`src/sv/lld_pkg.sv`:
```
`default_nettype none

package lld_pkg;

   // fixed field widths of the command and response words
   localparam int CMD_W     = 3;
   localparam int DATA_IN_W = 32;
   localparam int HANDLE_W  = 6;
   localparam int STATUS_W  = 2;
   localparam int COUNT_W   = 7;

   // defaults for the top-level parameters
   localparam int DEPTH_DEF      = 64;
   localparam int DATA_WIDTH_DEF = 32;

   // command codes
   localparam logic [CMD_W-1:0] CMD_ADD_HEAD = 3'd0;
   localparam logic [CMD_W-1:0] CMD_ADD_TAIL = 3'd1;
   localparam logic [CMD_W-1:0] CMD_DELETE   = 3'd2;
   localparam logic [CMD_W-1:0] CMD_POP_TAIL = 3'd3;
   localparam logic [CMD_W-1:0] CMD_FLUSH    = 3'd4;

   // status codes
   localparam logic [STATUS_W-1:0] STAT_OK    = 2'd0;
   localparam logic [STATUS_W-1:0] STAT_EMPTY = 2'd1;
   localparam logic [STATUS_W-1:0] STAT_FULL  = 2'd2;
   localparam logic [STATUS_W-1:0] STAT_BAD   = 2'd3;

   // write strobes into the entry table
   typedef struct packed {
      logic next_we;
      logic prev_we;
      logic pay_we;
      logic use_we;
      logic free_we;
   } lld_wr_en_type;

endpackage

`default_nettype wire

```
`src/sv/linked_list_deque_engine_top.sv`:
```
// Response: a command taken in idle is executed in the exec state, and its response
//   word is registered onto the rsp_ ports from that state, shown for exactly one cycle.
// Busy is high for one cycle after each accept while the entry table is read and
//   written back; no new command is taken while busy. The receiver cannot stall.
// Reset (synchronous): list, free list and bump mark empty; no table clearing pass,
//   entries above the bump mark are treated as unused.
`default_nettype none

module linked_list_deque_engine_top #(
   parameter int DEPTH      = lld_pkg::DEPTH_DEF,
   parameter int DATA_WIDTH = lld_pkg::DATA_WIDTH_DEF
) (
   input  wire logic                          clock,
   input  wire logic                          reset,
   input  wire logic                          start,
   output logic                               busy,
   input  wire logic [lld_pkg::CMD_W-1:0]     req_cmd,
   input  wire logic [lld_pkg::DATA_IN_W-1:0] req_data_in,
   input  wire logic [lld_pkg::HANDLE_W-1:0]  req_handle_in,
   output logic                               rsp_strobe,
   output logic [lld_pkg::STATUS_W-1:0]       rsp_status,
   output logic [lld_pkg::HANDLE_W-1:0]       rsp_handle_out,
   output logic [lld_pkg::DATA_IN_W-1:0]      rsp_data_out,
   output logic [lld_pkg::COUNT_W-1:0]        rsp_count_out
);
   import lld_pkg::*;

   // link fields carry DEPTH as the null marker, so they may need one bit more than an address
   localparam int IW = $clog2(DEPTH + 1);
   localparam int AW = $clog2(DEPTH);

   // table write side: neighbor link at accept, entry and unlink writes in exec
   lld_wr_en_type         wr_en;
   logic [AW-1:0]         next_waddr;
   logic [IW-1:0]         next_wdata;
   logic [AW-1:0]         prev_waddr;
   logic [IW-1:0]         prev_wdata;
   logic [AW-1:0]         ent_waddr;
   logic [DATA_WIDTH-1:0] pay_wdata;
   logic                  use_wdata;
   logic [IW-1:0]         free_wdata;

   // table read side: one address issued at accept, data back in exec
   logic [AW-1:0]         raddr;
   logic [IW-1:0]         rd_next;
   logic [IW-1:0]         rd_prev;
   logic [DATA_WIDTH-1:0] rd_pay;
   logic                  rd_use;
   logic [IW-1:0]         rd_free;

   // sequencer: head/tail/count/free-list/bump registers and response word
   lld_ctrl #(
      .DEPTH      (DEPTH),
      .DATA_WIDTH (DATA_WIDTH)
   ) u_ctrl (
      .clock          (clock),
      .reset          (reset),
      .start          (start),
      .busy           (busy),
      .req_cmd        (req_cmd),
      .req_data_in    (req_data_in),
      .req_handle_in  (req_handle_in),
      .rsp_strobe     (rsp_strobe),
      .rsp_status     (rsp_status),
      .rsp_handle_out (rsp_handle_out),
      .rsp_data_out   (rsp_data_out),
      .rsp_count_out  (rsp_count_out),
      .wr_en          (wr_en),
      .next_waddr     (next_waddr),
      .next_wdata     (next_wdata),
      .prev_waddr     (prev_waddr),
      .prev_wdata     (prev_wdata),
      .ent_waddr      (ent_waddr),
      .pay_wdata      (pay_wdata),
      .use_wdata      (use_wdata),
      .free_wdata     (free_wdata),
      .raddr          (raddr),
      .rd_next        (rd_next),
      .rd_prev        (rd_prev),
      .rd_pay         (rd_pay),
      .rd_use         (rd_use),
      .rd_free        (rd_free)
   );

   // entry table: links, payload, in-use marks and free-list links
   lld_table #(
      .DEPTH      (DEPTH),
      .DATA_WIDTH (DATA_WIDTH)
   ) u_table (
      .clock      (clock),
      .wr_en      (wr_en),
      .next_waddr (next_waddr),
      .next_wdata (next_wdata),
      .prev_waddr (prev_waddr),
      .prev_wdata (prev_wdata),
      .ent_waddr  (ent_waddr),
      .pay_wdata  (pay_wdata),
      .use_wdata  (use_wdata),
      .free_wdata (free_wdata),
      .raddr      (raddr),
      .rd_next    (rd_next),
      .rd_prev    (rd_prev),
      .rd_pay     (rd_pay),
      .rd_use     (rd_use),
      .rd_free    (rd_free)
   );

   // every accepted word gets a response: busy in exec, then the registered strobe
   a_cmd_rsp: assert property (@(posedge clock) disable iff (reset)
      (start && !busy) |=> busy ##1 (rsp_strobe && !busy))
      else $error("accepted word did not produce a response on time");

   // no response without an exec cycle just before it
   a_rsp_src: assert property (@(posedge clock) disable iff (reset)
      rsp_strobe |-> $past(busy))
      else $error("response strobe without a preceding exec cycle");

   // full is only reported once every entry is in the list
   a_full_cnt: assert property (@(posedge clock) disable iff (reset)
      (rsp_strobe && (rsp_status == STAT_FULL)) |-> (rsp_count_out == COUNT_W'(DEPTH)))
      else $error("full reported with free entries left");

   // data word is zero on any command that failed
   a_pop_data: assert property (@(posedge clock) disable iff (reset)
      (rsp_strobe && (rsp_status != STAT_OK)) |-> (rsp_data_out == '0))
      else $error("data returned on a failed command");

endmodule

`default_nettype wire

```
`src/sv/lld_table.sv`:
```
`default_nettype none

// Entry table: one array per field, one write and one registered read each.
module lld_table #(
   parameter int DEPTH      = lld_pkg::DEPTH_DEF,
   parameter int DATA_WIDTH = lld_pkg::DATA_WIDTH_DEF,
   localparam int IW = $clog2(DEPTH + 1),
   localparam int AW = $clog2(DEPTH)
) (
   input  wire logic                  clock,
   input  wire lld_pkg::lld_wr_en_type wr_en,
   input  wire logic [AW-1:0]         next_waddr,
   input  wire logic [IW-1:0]         next_wdata,
   input  wire logic [AW-1:0]         prev_waddr,
   input  wire logic [IW-1:0]         prev_wdata,
   input  wire logic [AW-1:0]         ent_waddr,
   input  wire logic [DATA_WIDTH-1:0] pay_wdata,
   input  wire logic                  use_wdata,
   input  wire logic [IW-1:0]         free_wdata,
   input  wire logic [AW-1:0]         raddr,
   output logic [IW-1:0]              rd_next,
   output logic [IW-1:0]              rd_prev,
   output logic [DATA_WIDTH-1:0]      rd_pay,
   output logic                       rd_use,
   output logic [IW-1:0]              rd_free
);
   import lld_pkg::*;

   logic [IW-1:0]         next_mem [DEPTH];
   logic [IW-1:0]         prev_mem [DEPTH];
   logic [DATA_WIDTH-1:0] pay_mem  [DEPTH];
   logic                  use_mem  [DEPTH];
   logic [IW-1:0]         free_mem [DEPTH];

   always_ff @(posedge clock) begin
      if (wr_en.next_we) begin
         next_mem[next_waddr] <= next_wdata;
      end
      if (wr_en.prev_we) begin
         prev_mem[prev_waddr] <= prev_wdata;
      end
      if (wr_en.pay_we) begin
         pay_mem[ent_waddr] <= pay_wdata;
      end
      if (wr_en.use_we) begin
         use_mem[ent_waddr] <= use_wdata;
      end
      if (wr_en.free_we) begin
         free_mem[ent_waddr] <= free_wdata;
      end
   end

   always_ff @(posedge clock) begin
      rd_next <= next_mem[raddr];
      rd_prev <= prev_mem[raddr];
      rd_pay  <= pay_mem[raddr];
      rd_use  <= use_mem[raddr];
      rd_free <= free_mem[raddr];
   end

endmodule

`default_nettype wire

```
`src/sv/lld_ctrl.sv`:
```
`default_nettype none

// Command sequencer: issue read on accept, read-modify-write in exec.
module lld_ctrl #(
   parameter int DEPTH      = lld_pkg::DEPTH_DEF,
   parameter int DATA_WIDTH = lld_pkg::DATA_WIDTH_DEF,
   localparam int IW = $clog2(DEPTH + 1),
   localparam int AW = $clog2(DEPTH)
) (
   input  wire logic                          clock,
   input  wire logic                          reset,
   input  wire logic                          start,
   output logic                               busy,
   input  wire logic [lld_pkg::CMD_W-1:0]     req_cmd,
   input  wire logic [lld_pkg::DATA_IN_W-1:0] req_data_in,
   input  wire logic [lld_pkg::HANDLE_W-1:0]  req_handle_in,
   output logic                               rsp_strobe,
   output logic [lld_pkg::STATUS_W-1:0]       rsp_status,
   output logic [lld_pkg::HANDLE_W-1:0]       rsp_handle_out,
   output logic [lld_pkg::DATA_IN_W-1:0]      rsp_data_out,
   output logic [lld_pkg::COUNT_W-1:0]        rsp_count_out,
   output lld_pkg::lld_wr_en_type             wr_en,
   output logic [AW-1:0]                      next_waddr,
   output logic [IW-1:0]                      next_wdata,
   output logic [AW-1:0]                      prev_waddr,
   output logic [IW-1:0]                      prev_wdata,
   output logic [AW-1:0]                      ent_waddr,
   output logic [DATA_WIDTH-1:0]              pay_wdata,
   output logic                               use_wdata,
   output logic [IW-1:0]                      free_wdata,
   output logic [AW-1:0]                      raddr,
   input  wire logic [IW-1:0]                 rd_next,
   input  wire logic [IW-1:0]                 rd_prev,
   input  wire logic [DATA_WIDTH-1:0]         rd_pay,
   input  wire logic                          rd_use,
   input  wire logic [IW-1:0]                 rd_free
);
   import lld_pkg::*;

   localparam int KW = (IW > HANDLE_W) ? IW : HANDLE_W;
   localparam logic [IW-1:0] NIL = IW'(DEPTH);

   localparam logic S_IDLE = 1'b0;
   localparam logic S_EXEC = 1'b1;

   logic                  state_ff, state_in;
   logic [CMD_W-1:0]      cmd_ff;
   logic [DATA_WIDTH-1:0] data_ff;
   logic [KW-1:0]         key_ff, key_in;
   logic [IW-1:0]         free_head_ff, free_head_in;
   logic [IW-1:0]         bump_ff, bump_in;
   logic [IW-1:0]         head_ff, head_in;
   logic [IW-1:0]         tail_ff, tail_in;
   logic [IW-1:0]         count_ff, count_in;
   logic                  rsp_strobe_ff, rsp_strobe_in;
   logic [STATUS_W-1:0]   rsp_status_ff, rsp_status_in;
   logic [HANDLE_W-1:0]   rsp_handle_ff, rsp_handle_in;
   logic [DATA_IN_W-1:0]  rsp_data_ff, rsp_data_in;
   logic [COUNT_W-1:0]    rsp_count_ff, rsp_count_in;

   logic          accept;
   logic          from_free;
   logic          alloc_ok;
   logic [IW-1:0] alloc_e;
   logic          hit;
   logic [IW-1:0] victim;

   always_comb begin
      accept    = start && (state_ff == S_IDLE);
      from_free = (free_head_ff != NIL);
      alloc_e   = from_free ? free_head_ff : bump_ff;
      alloc_ok  = from_free || (bump_ff != NIL);

      // index to look up: free-list top, handle or tail
      case (req_cmd)
         CMD_ADD_HEAD, CMD_ADD_TAIL: key_in = KW'(free_head_ff);
         CMD_DELETE:                 key_in = KW'(req_handle_in);
         CMD_POP_TAIL:               key_in = KW'(tail_ff);
         default:                    key_in = '0;
      endcase
      raddr = (key_in < KW'(DEPTH)) ? AW'(key_in) : '0;

      // entry live only below the bump mark; above it in_use is stale
      hit    = (key_ff < KW'(bump_ff)) && rd_use;
      victim = IW'(key_ff);

      state_in      = state_ff;
      free_head_in  = free_head_ff;
      bump_in       = bump_ff;
      head_in       = head_ff;
      tail_in       = tail_ff;
      count_in      = count_ff;
      rsp_strobe_in = (state_ff == S_EXEC);
      rsp_status_in = STAT_OK;
      rsp_handle_in = '0;
      rsp_data_in   = '0;

      wr_en      = '0;
      next_waddr = '0;
      next_wdata = '0;
      prev_waddr = '0;
      prev_wdata = '0;
      ent_waddr  = '0;
      pay_wdata  = data_ff;
      use_wdata  = 1'b0;
      free_wdata = free_head_ff;

      if (accept) begin
         state_in = S_EXEC;
         // neighbor link is written right away to free the port for exec
         if (alloc_ok) begin
            case (req_cmd)
               CMD_ADD_HEAD: begin
                  if (head_ff != NIL) begin
                     wr_en.prev_we = 1'b1;
                     prev_waddr    = AW'(head_ff);
                     prev_wdata    = alloc_e;
                  end
               end
               CMD_ADD_TAIL: begin
                  if (tail_ff != NIL) begin
                     wr_en.next_we = 1'b1;
                     next_waddr    = AW'(tail_ff);
                     next_wdata    = alloc_e;
                  end
               end
               default: begin
               end
            endcase
         end
      end

      if (state_ff == S_EXEC) begin
         state_in = S_IDLE;
         case (cmd_ff)
            CMD_ADD_HEAD, CMD_ADD_TAIL: begin
               if (!alloc_ok) begin
                  rsp_status_in = STAT_FULL;
               end else begin
                  if (from_free) begin
                     free_head_in = (rd_free > NIL) ? NIL : rd_free;
                  end else begin
                     bump_in = bump_ff + IW'(1);
                  end
                  wr_en.pay_we  = 1'b1;
                  wr_en.use_we  = 1'b1;
                  wr_en.next_we = 1'b1;
                  wr_en.prev_we = 1'b1;
                  ent_waddr     = AW'(alloc_e);
                  use_wdata     = 1'b1;
                  next_waddr    = AW'(alloc_e);
                  prev_waddr    = AW'(alloc_e);
                  if (cmd_ff == CMD_ADD_HEAD) begin
                     prev_wdata = NIL;
                     next_wdata = head_ff;
                     head_in    = alloc_e;
                     if (tail_ff == NIL) begin
                        tail_in = alloc_e;
                     end
                  end else begin
                     next_wdata = NIL;
                     prev_wdata = tail_ff;
                     tail_in    = alloc_e;
                     if (head_ff == NIL) begin
                        head_in = alloc_e;
                     end
                  end
                  count_in      = count_ff + IW'(1);
                  rsp_handle_in = HANDLE_W'(alloc_e);
               end
            end
            CMD_DELETE, CMD_POP_TAIL: begin
               if (!hit) begin
                  rsp_status_in = (cmd_ff == CMD_DELETE) ? STAT_BAD : STAT_EMPTY;
               end else begin
                  // unlink victim and push it onto the free list
                  if (rd_prev < NIL) begin
                     wr_en.next_we = 1'b1;
                     next_waddr    = AW'(rd_prev);
                     next_wdata    = rd_next;
                  end else begin
                     head_in = (rd_next < NIL) ? rd_next : NIL;
                  end
                  if (rd_next < NIL) begin
                     wr_en.prev_we = 1'b1;
                     prev_waddr    = AW'(rd_next);
                     prev_wdata    = rd_prev;
                  end else begin
                     tail_in = (rd_prev < NIL) ? rd_prev : NIL;
                  end
                  wr_en.use_we  = 1'b1;
                  wr_en.free_we = 1'b1;
                  ent_waddr     = AW'(victim);
                  use_wdata     = 1'b0;
                  free_wdata    = free_head_ff;
                  free_head_in  = victim;
                  count_in      = (count_ff != '0) ? count_ff - IW'(1) : '0;
                  if (cmd_ff == CMD_POP_TAIL) begin
                     rsp_data_in = DATA_IN_W'(rd_pay);
                  end
               end
            end
            CMD_FLUSH: begin
               free_head_in = NIL;
               bump_in      = '0;
               head_in      = NIL;
               tail_in      = NIL;
               count_in     = '0;
            end
            default: begin
            end
         endcase
      end

      rsp_count_in = COUNT_W'(count_in);
   end

   always_ff @(posedge clock) begin
      if (reset) begin
         state_ff      <= S_IDLE;
         free_head_ff  <= NIL;
         bump_ff       <= '0;
         head_ff       <= NIL;
         tail_ff       <= NIL;
         count_ff      <= '0;
         rsp_strobe_ff <= 1'b0;
      end else begin
         state_ff      <= state_in;
         free_head_ff  <= free_head_in;
         bump_ff       <= bump_in;
         head_ff       <= head_in;
         tail_ff       <= tail_in;
         count_ff      <= count_in;
         rsp_strobe_ff <= rsp_strobe_in;
      end
   end

   always_ff @(posedge clock) begin
      if (accept) begin
         cmd_ff  <= req_cmd;
         data_ff <= DATA_WIDTH'(req_data_in);
         key_ff  <= key_in;
      end
      rsp_status_ff <= rsp_status_in;
      rsp_handle_ff <= rsp_handle_in;
      rsp_data_ff   <= rsp_data_in;
      rsp_count_ff  <= rsp_count_in;
   end

   assign busy           = (state_ff == S_EXEC);
   assign rsp_strobe     = rsp_strobe_ff;
   assign rsp_status     = rsp_status_ff;
   assign rsp_handle_out = rsp_handle_ff;
   assign rsp_data_out   = rsp_data_ff;
   assign rsp_count_out  = rsp_count_ff;

endmodule

`default_nettype wire

```
`config.mk`:
```
export PLATFORM = sky130hd
export DESIGN_NAME = linked_list_deque_engine_top
export DESIGN_NICKNAME = d
export VERILOG_FILES = /design/src/sv/lld_pkg.sv /design/src/sv/linked_list_deque_engine_top.sv /design/src/sv/lld_table.sv /design/src/sv/lld_ctrl.sv
export SDC_FILE = /design/constraint.sdc
export NUM_CORES = 2
export LEC_CHECK = 0
export ABC_CLOCK_PERIOD_IN_PS = 15600
export BUFFER_PORTS_ARGS = -buffer_cell sky130_fd_sc_hd__buf_4
export CELL_PAD_IN_SITES_DETAIL_PLACEMENT = 1
export CELL_PAD_IN_SITES_GLOBAL_PLACEMENT = 1
export CORE_MARGIN = 10
export CORE_UTILIZATION = 40
export DETAILED_ROUTE_END_ITERATION = 12
export PLACE_DENSITY_LB_ADDON = 0.1
export SYNTH_ARGS = -nofsm -noshare
export SYNTH_HDL_FRONTEND = slang
export SYNTH_SLANG_ARGS = --single-unit
```
`constraint.sdc`:
```
create_clock -name clock -period 15.6 [get_ports clock]
set_input_delay 3.12 -clock clock [delete_from_list [all_inputs] [get_ports clock]]
set_output_delay 3.12 -clock clock [all_outputs]
set_load 0.02 [all_outputs]
```
==> metrics list <==
* Result of the run: finished, violations left
- Failing checks: capacitance limit, slew limit
- The share of the Yosys chip area taken by registers is 74.74%.
* Post-cts resize count: 0
- Dividing the detail-routed wire length by the instance count gives roughly 36 µm.
- Counting flops with an async set or reset pin after synthesis yields a share of 0%.
* Number of cells on the worst reg-to-reg path: 12
- Most congested layer reported by global routing: met2
* Area Overhead vs Synth: 13.55%
* Via count of the first global-routing pass: about 94,000
* Buffer type at the clock tree root: sky130_fd_sc_hd__clkbuf_16
- After the last flow step, the layout net total stands at just under 10,000.
- The commonest cells after synthesis are sky130_fd_sc_hd__edfxtp_1, sky130_fd_sc_hd__nand2_1, sky130_fd_sc_hd__a21oi_1.
* P_sw: 4999 µW
- Remaining Overflow, GRT: 0
* 1st-iter DRT viols: 11,320
* Endpoint arrival time on the critical path: between 9 and 10 ns
- Count of pins over their slew limit: 2
* I/O pins: 93
- Final Hold Violating Endpoints: 0
- Slew Limit Headroom: -6.811%
* Worst clock skew on the final layout: just under 0.07 ns
- Number of antenna violations at the first check in global routing: 52
* Total of hold buffers inserted after clock tree synthesis: 0
- Post-CTS setup buffer count: 0
* Internal power: about 16,000 µW
- Sequence of cells on the critical path: buf_4, mux2i_1, a21o_4, inv_16, buf_4, buf_4, buf_4, buf_4, a221oi_1, a211oi_1, nor4_1, a21oi_1, and3_1
- Summing every instance area after synthesis gives roughly 140,000 µm².
- Number of buffers created by CTS: 395
- Global routing consumed, on the met3 layer, 4.944% of the routing resources.
* Synth Instances: approximately 9,700
* Number of detailed-routing iterations run before antenna repair: 6
- VDD sags by at most 0.08648 mV.
- Placed wire-length estimate after detailed placement: 299.4 mm
- For this run, the top clock speed supported by timing is between 100 and 150 MHz.
- Layout filler cell count: between 30,000 and 40,000
- Number of different library cells in the post-synthesis netlist: 94
- Pwr Total: about 21,000 µW
- Post-detailed-route count of antenna-violating nets: 0
- DR vias: ~92,000
- Across the whole layout, storage elements account for roughly 110,000 µm².
- Slew of the pin with the lowest slew margin: 1.590 ns
* Cells on Worst Hold Path: 1
- Share of power burned in combinational logic: 6.2%
* Kind of path behind the tightest hold check: reg -> reg
- In the final timing run, aggregate negative setup slack is 0 ns.
- Clock insertion delay at the later pin of the skew report: between 0.9 and 1 ns
* Clock buffer depth: 4
* Tightest hold margin: about 0.48 ns
- In the final layout, the multi-input gates occupy roughly 34,000 µm².
- Sequential cells account for about half of the total power.
- Top cell family by delay on the critical path: buffers and inverters
- After synthesis the netlist holds a flip-flop and latch count of roughly 3,600.
* Switching part of the total: a little under a quarter
* Leakage power figure: 0.05308 µW
* Post-synthesis average cell area: 14.85 µm²
* Global router's overall resource usage: a little over a quarter
- CTS tree: done
- Cell Rows: 220
* Number of cells on the critical path: 13
- The worst setup path is launched from an input port.
* Leading register cell type out of synthesis: sky130_fd_sc_hd__edfxtp_1
- Clock net sink count: 3,636
- Post-CTS clock slew at the launch and capture registers of the worst setup and hold paths: approximately 0.060 ns
- Most common cell in the netlist: sky130_fd_sc_hd__edfxtp_1
- Final clock period utilization by the worst path: a little over half
- At the end of routability-driven placement, the weighted congestion stood at a little over 0.8.
* Max incr delay on CP: roughly 1.1 ns
* Share of cells above drive strength 1: 13.55%
- Required arrival time at the worst endpoint: 16.49 ns
* Maximum Capacitance Violations: 1
- Area share of the largest cell type after synthesis: ~73%
* Portion of total power attributed to the clock network: between 40 and 50%
* Area enclosed by the die boundary: 385,000 µm²
- The synthesized design spends more area on one cell type than any other, namely sky130_fd_sc_hd__edfxtp_1.
- Once the floorplan was initialized, standard cells occupied 40.15% of the core.
* Global-route wire length before repair: 750.3 mm
- Leading cell types by total area after synthesis: sky130_fd_sc_hd__edfxtp_1, sky130_fd_sc_hd__nand2_1, sky130_fd_sc_hd__mux2i_1, sky130_fd_sc_hd__a21oi_1, sky130_fd_sc_hd__dfxtp_1
* Deepest level of the CTS H-tree: 5
- The number of buffers and inverters on the critical path is 6.
* Count of flip-flops with a built-in enable after synthesis: approximately 3,500
- Entering global routing, the biggest net connects 121 pins.
* Number of nets in the synthesized netlist: just under 10,000
* RSZ-0062 raised after global routing: false
- Met2 usage in global routing: 43.21%
- Global routing used between 30% and 40% of the available met1 tracks.
- During placement, the flow inserted port buffers numbering slightly above 90.
- Count of endpoints failing setup in the final report: 0
- Max FO, Critical Path: 64
- Cell repeated most along the worst path: sky130_fd_sc_hd__buf_4
- Total number of yosys warnings: 0
- Placeable core area: around 360,000 µm²
- Worst-path cell with the longest stage delay: sky130_fd_sc_hd__a21oi_1
- Remaining DRCs: 0
* Wirelength, routed: 541.3 mm
* Horiz. Die Dim: slightly above 600 µm
- After detailed routing, the number of vias per cell comes to slightly above 6.
* Crit Path Class: in -> reg
- The die is between 600 and 700 µm tall.
- CP Capture Type: flip-flop
* Minimum clock period: slightly above 8 ns
- Dividing total power by cell area gives a power density of about 130 nW/µm².
cell type report:
cell class | instances | area share [%]
well taps | 4773 | 3.646
multi-input cells | 5343 | 20.72
flip-flops and latches | 3636 | 65.83
diodes | 21 | 0.03209
clock inverters | 212 | 1.157
repair buffers | 400 | 1.971
clock buffers | 507 | 6.568
inverters | 26 | 0.07945
stage by stage:
step	area, µm²	setup WS, ns	util [%]	cells
final	163800	7.295	45.59	14920
after global routing	163700	7.172	45.58	14900
after CTS	163700	7.534	45.58	14900
after detailed placement	151100	6.532	42.06	14180
after global placement	151000	6.577	42.05	14180
after floorplan	144200	9.275	-	9716
cell families (layout without fill, tap and decap cells):
logic type	after synthesis	count (layout)	share of synthesized area, %
adders and majority gates	11	11	0.09542
muxes	609	609	5.115
AOI/OAI and AO/OA	2118	2118	9.758
other	0	21	0
xor gates and xnor gates	6	6	0.03643
DFF	3636	3636	74.74
buffers and inverters	737	1145	2.455
and+or+nand+nor	2599	2599	7.802
worst paths after layout:
check | startpoint | end | slack [ns]
max | req_cmd[0] | u_table.rd_pay[30]$_DFF_P_ | 7.30
min | u_table.rd_pay[4]$_DFF_P_ | u_ctrl.rsp_data_out[4]$_SDFF_PN0_ | 0.48
max reg2reg | u_ctrl.tail_ff[2]$_SDFFE_PP0P_ | u_table.rd_pay[30]$_DFF_P_ | 9.23
min reg2reg | u_table.rd_pay[4]$_DFF_P_ | u_ctrl.rsp_data_out[4]$_SDFF_PN0_ | 0.48
routing by layer:
layer	part of all wire (%)	up-vias
li1	-	37970
met1	43	49600
met2	46	3954
met3	7.9	781
met4	2.8	16
met5	0.017	-
registers in the layout, indices dropped and copies added, names as in the netlist, 32 cells and up:
name / flops
u_table.next_mem: 448
u_ctrl.rsp_data_out: 32
u_ctrl.pay_wdata: 32
u_table.prev_mem: 448
u_table.rd_pay: 32
u_table.pay_mem: 2048
u_table.use_mem: 64
u_table.free_mem: 448
cells in the final DEF (no fill, tap or decap), types with 19 or more instances in the layout:
cell	n
sky130_fd_sc_hd__a22oi_1	98
sky130_fd_sc_hd__clkinv_2	74
sky130_fd_sc_hd__mux4_2	90
sky130_fd_sc_hd__clkinv_1	79
sky130_fd_sc_hd__a221oi_1	88
sky130_fd_sc_hd__buf_4	382
sky130_fd_sc_hd__nor4_1	19
sky130_fd_sc_hd__nor2_1	388
sky130_fd_sc_hd__nor3_1	79
sky130_fd_sc_hd__nand3_1	323
sky130_fd_sc_hd__clkbuf_8	26
sky130_fd_sc_hd__and3_1	131
sky130_fd_sc_hd__a32oi_1	19
sky130_fd_sc_hd__o311ai_0	43
sky130_fd_sc_hd__and4_1	19
sky130_fd_sc_hd__clkbuf_1	77
sky130_fd_sc_hd__o211ai_1	32
sky130_fd_sc_hd__diode_2	21
sky130_fd_sc_hd__o21ai_0	296
sky130_fd_sc_hd__a21oi_1	596
sky130_fd_sc_hd__nor2_4	69
sky130_fd_sc_hd__o221ai_1	151
sky130_fd_sc_hd__dfxtp_1	131
sky130_fd_sc_hd__a311oi_1	61
sky130_fd_sc_hd__and2_1	36
sky130_fd_sc_hd__nand2_1	1384
sky130_fd_sc_hd__a31oi_1	182
sky130_fd_sc_hd__a211oi_1	208
sky130_fd_sc_hd__a211o_1	20
sky130_fd_sc_hd__inv_1	21
sky130_fd_sc_hd__bufinv_16	33
sky130_fd_sc_hd__or3_1	21
sky130_fd_sc_hd__o2111ai_1	23
sky130_fd_sc_hd__o22ai_1	90
sky130_fd_sc_hd__edfxtp_1	3498
sky130_fd_sc_hd__clkbuf_16	404
sky130_fd_sc_hd__mux2_2	125
sky130_fd_sc_hd__mux2i_1	394
power groups by stage:
stage / combinational [µW] / sequential [µW] / clock [µW]
finish: 1320 / 10800 / 9310
global route: 1380 / 10800 / 9840
CTS: 1300 / 10800 / 9430
detailed placement: 1300 / 11000 / 0
global placement: 1280 / 11000 / 0
floorplan: 648 / 11000 / 0
Note: power is estimated with default switching activity, not from simulation.
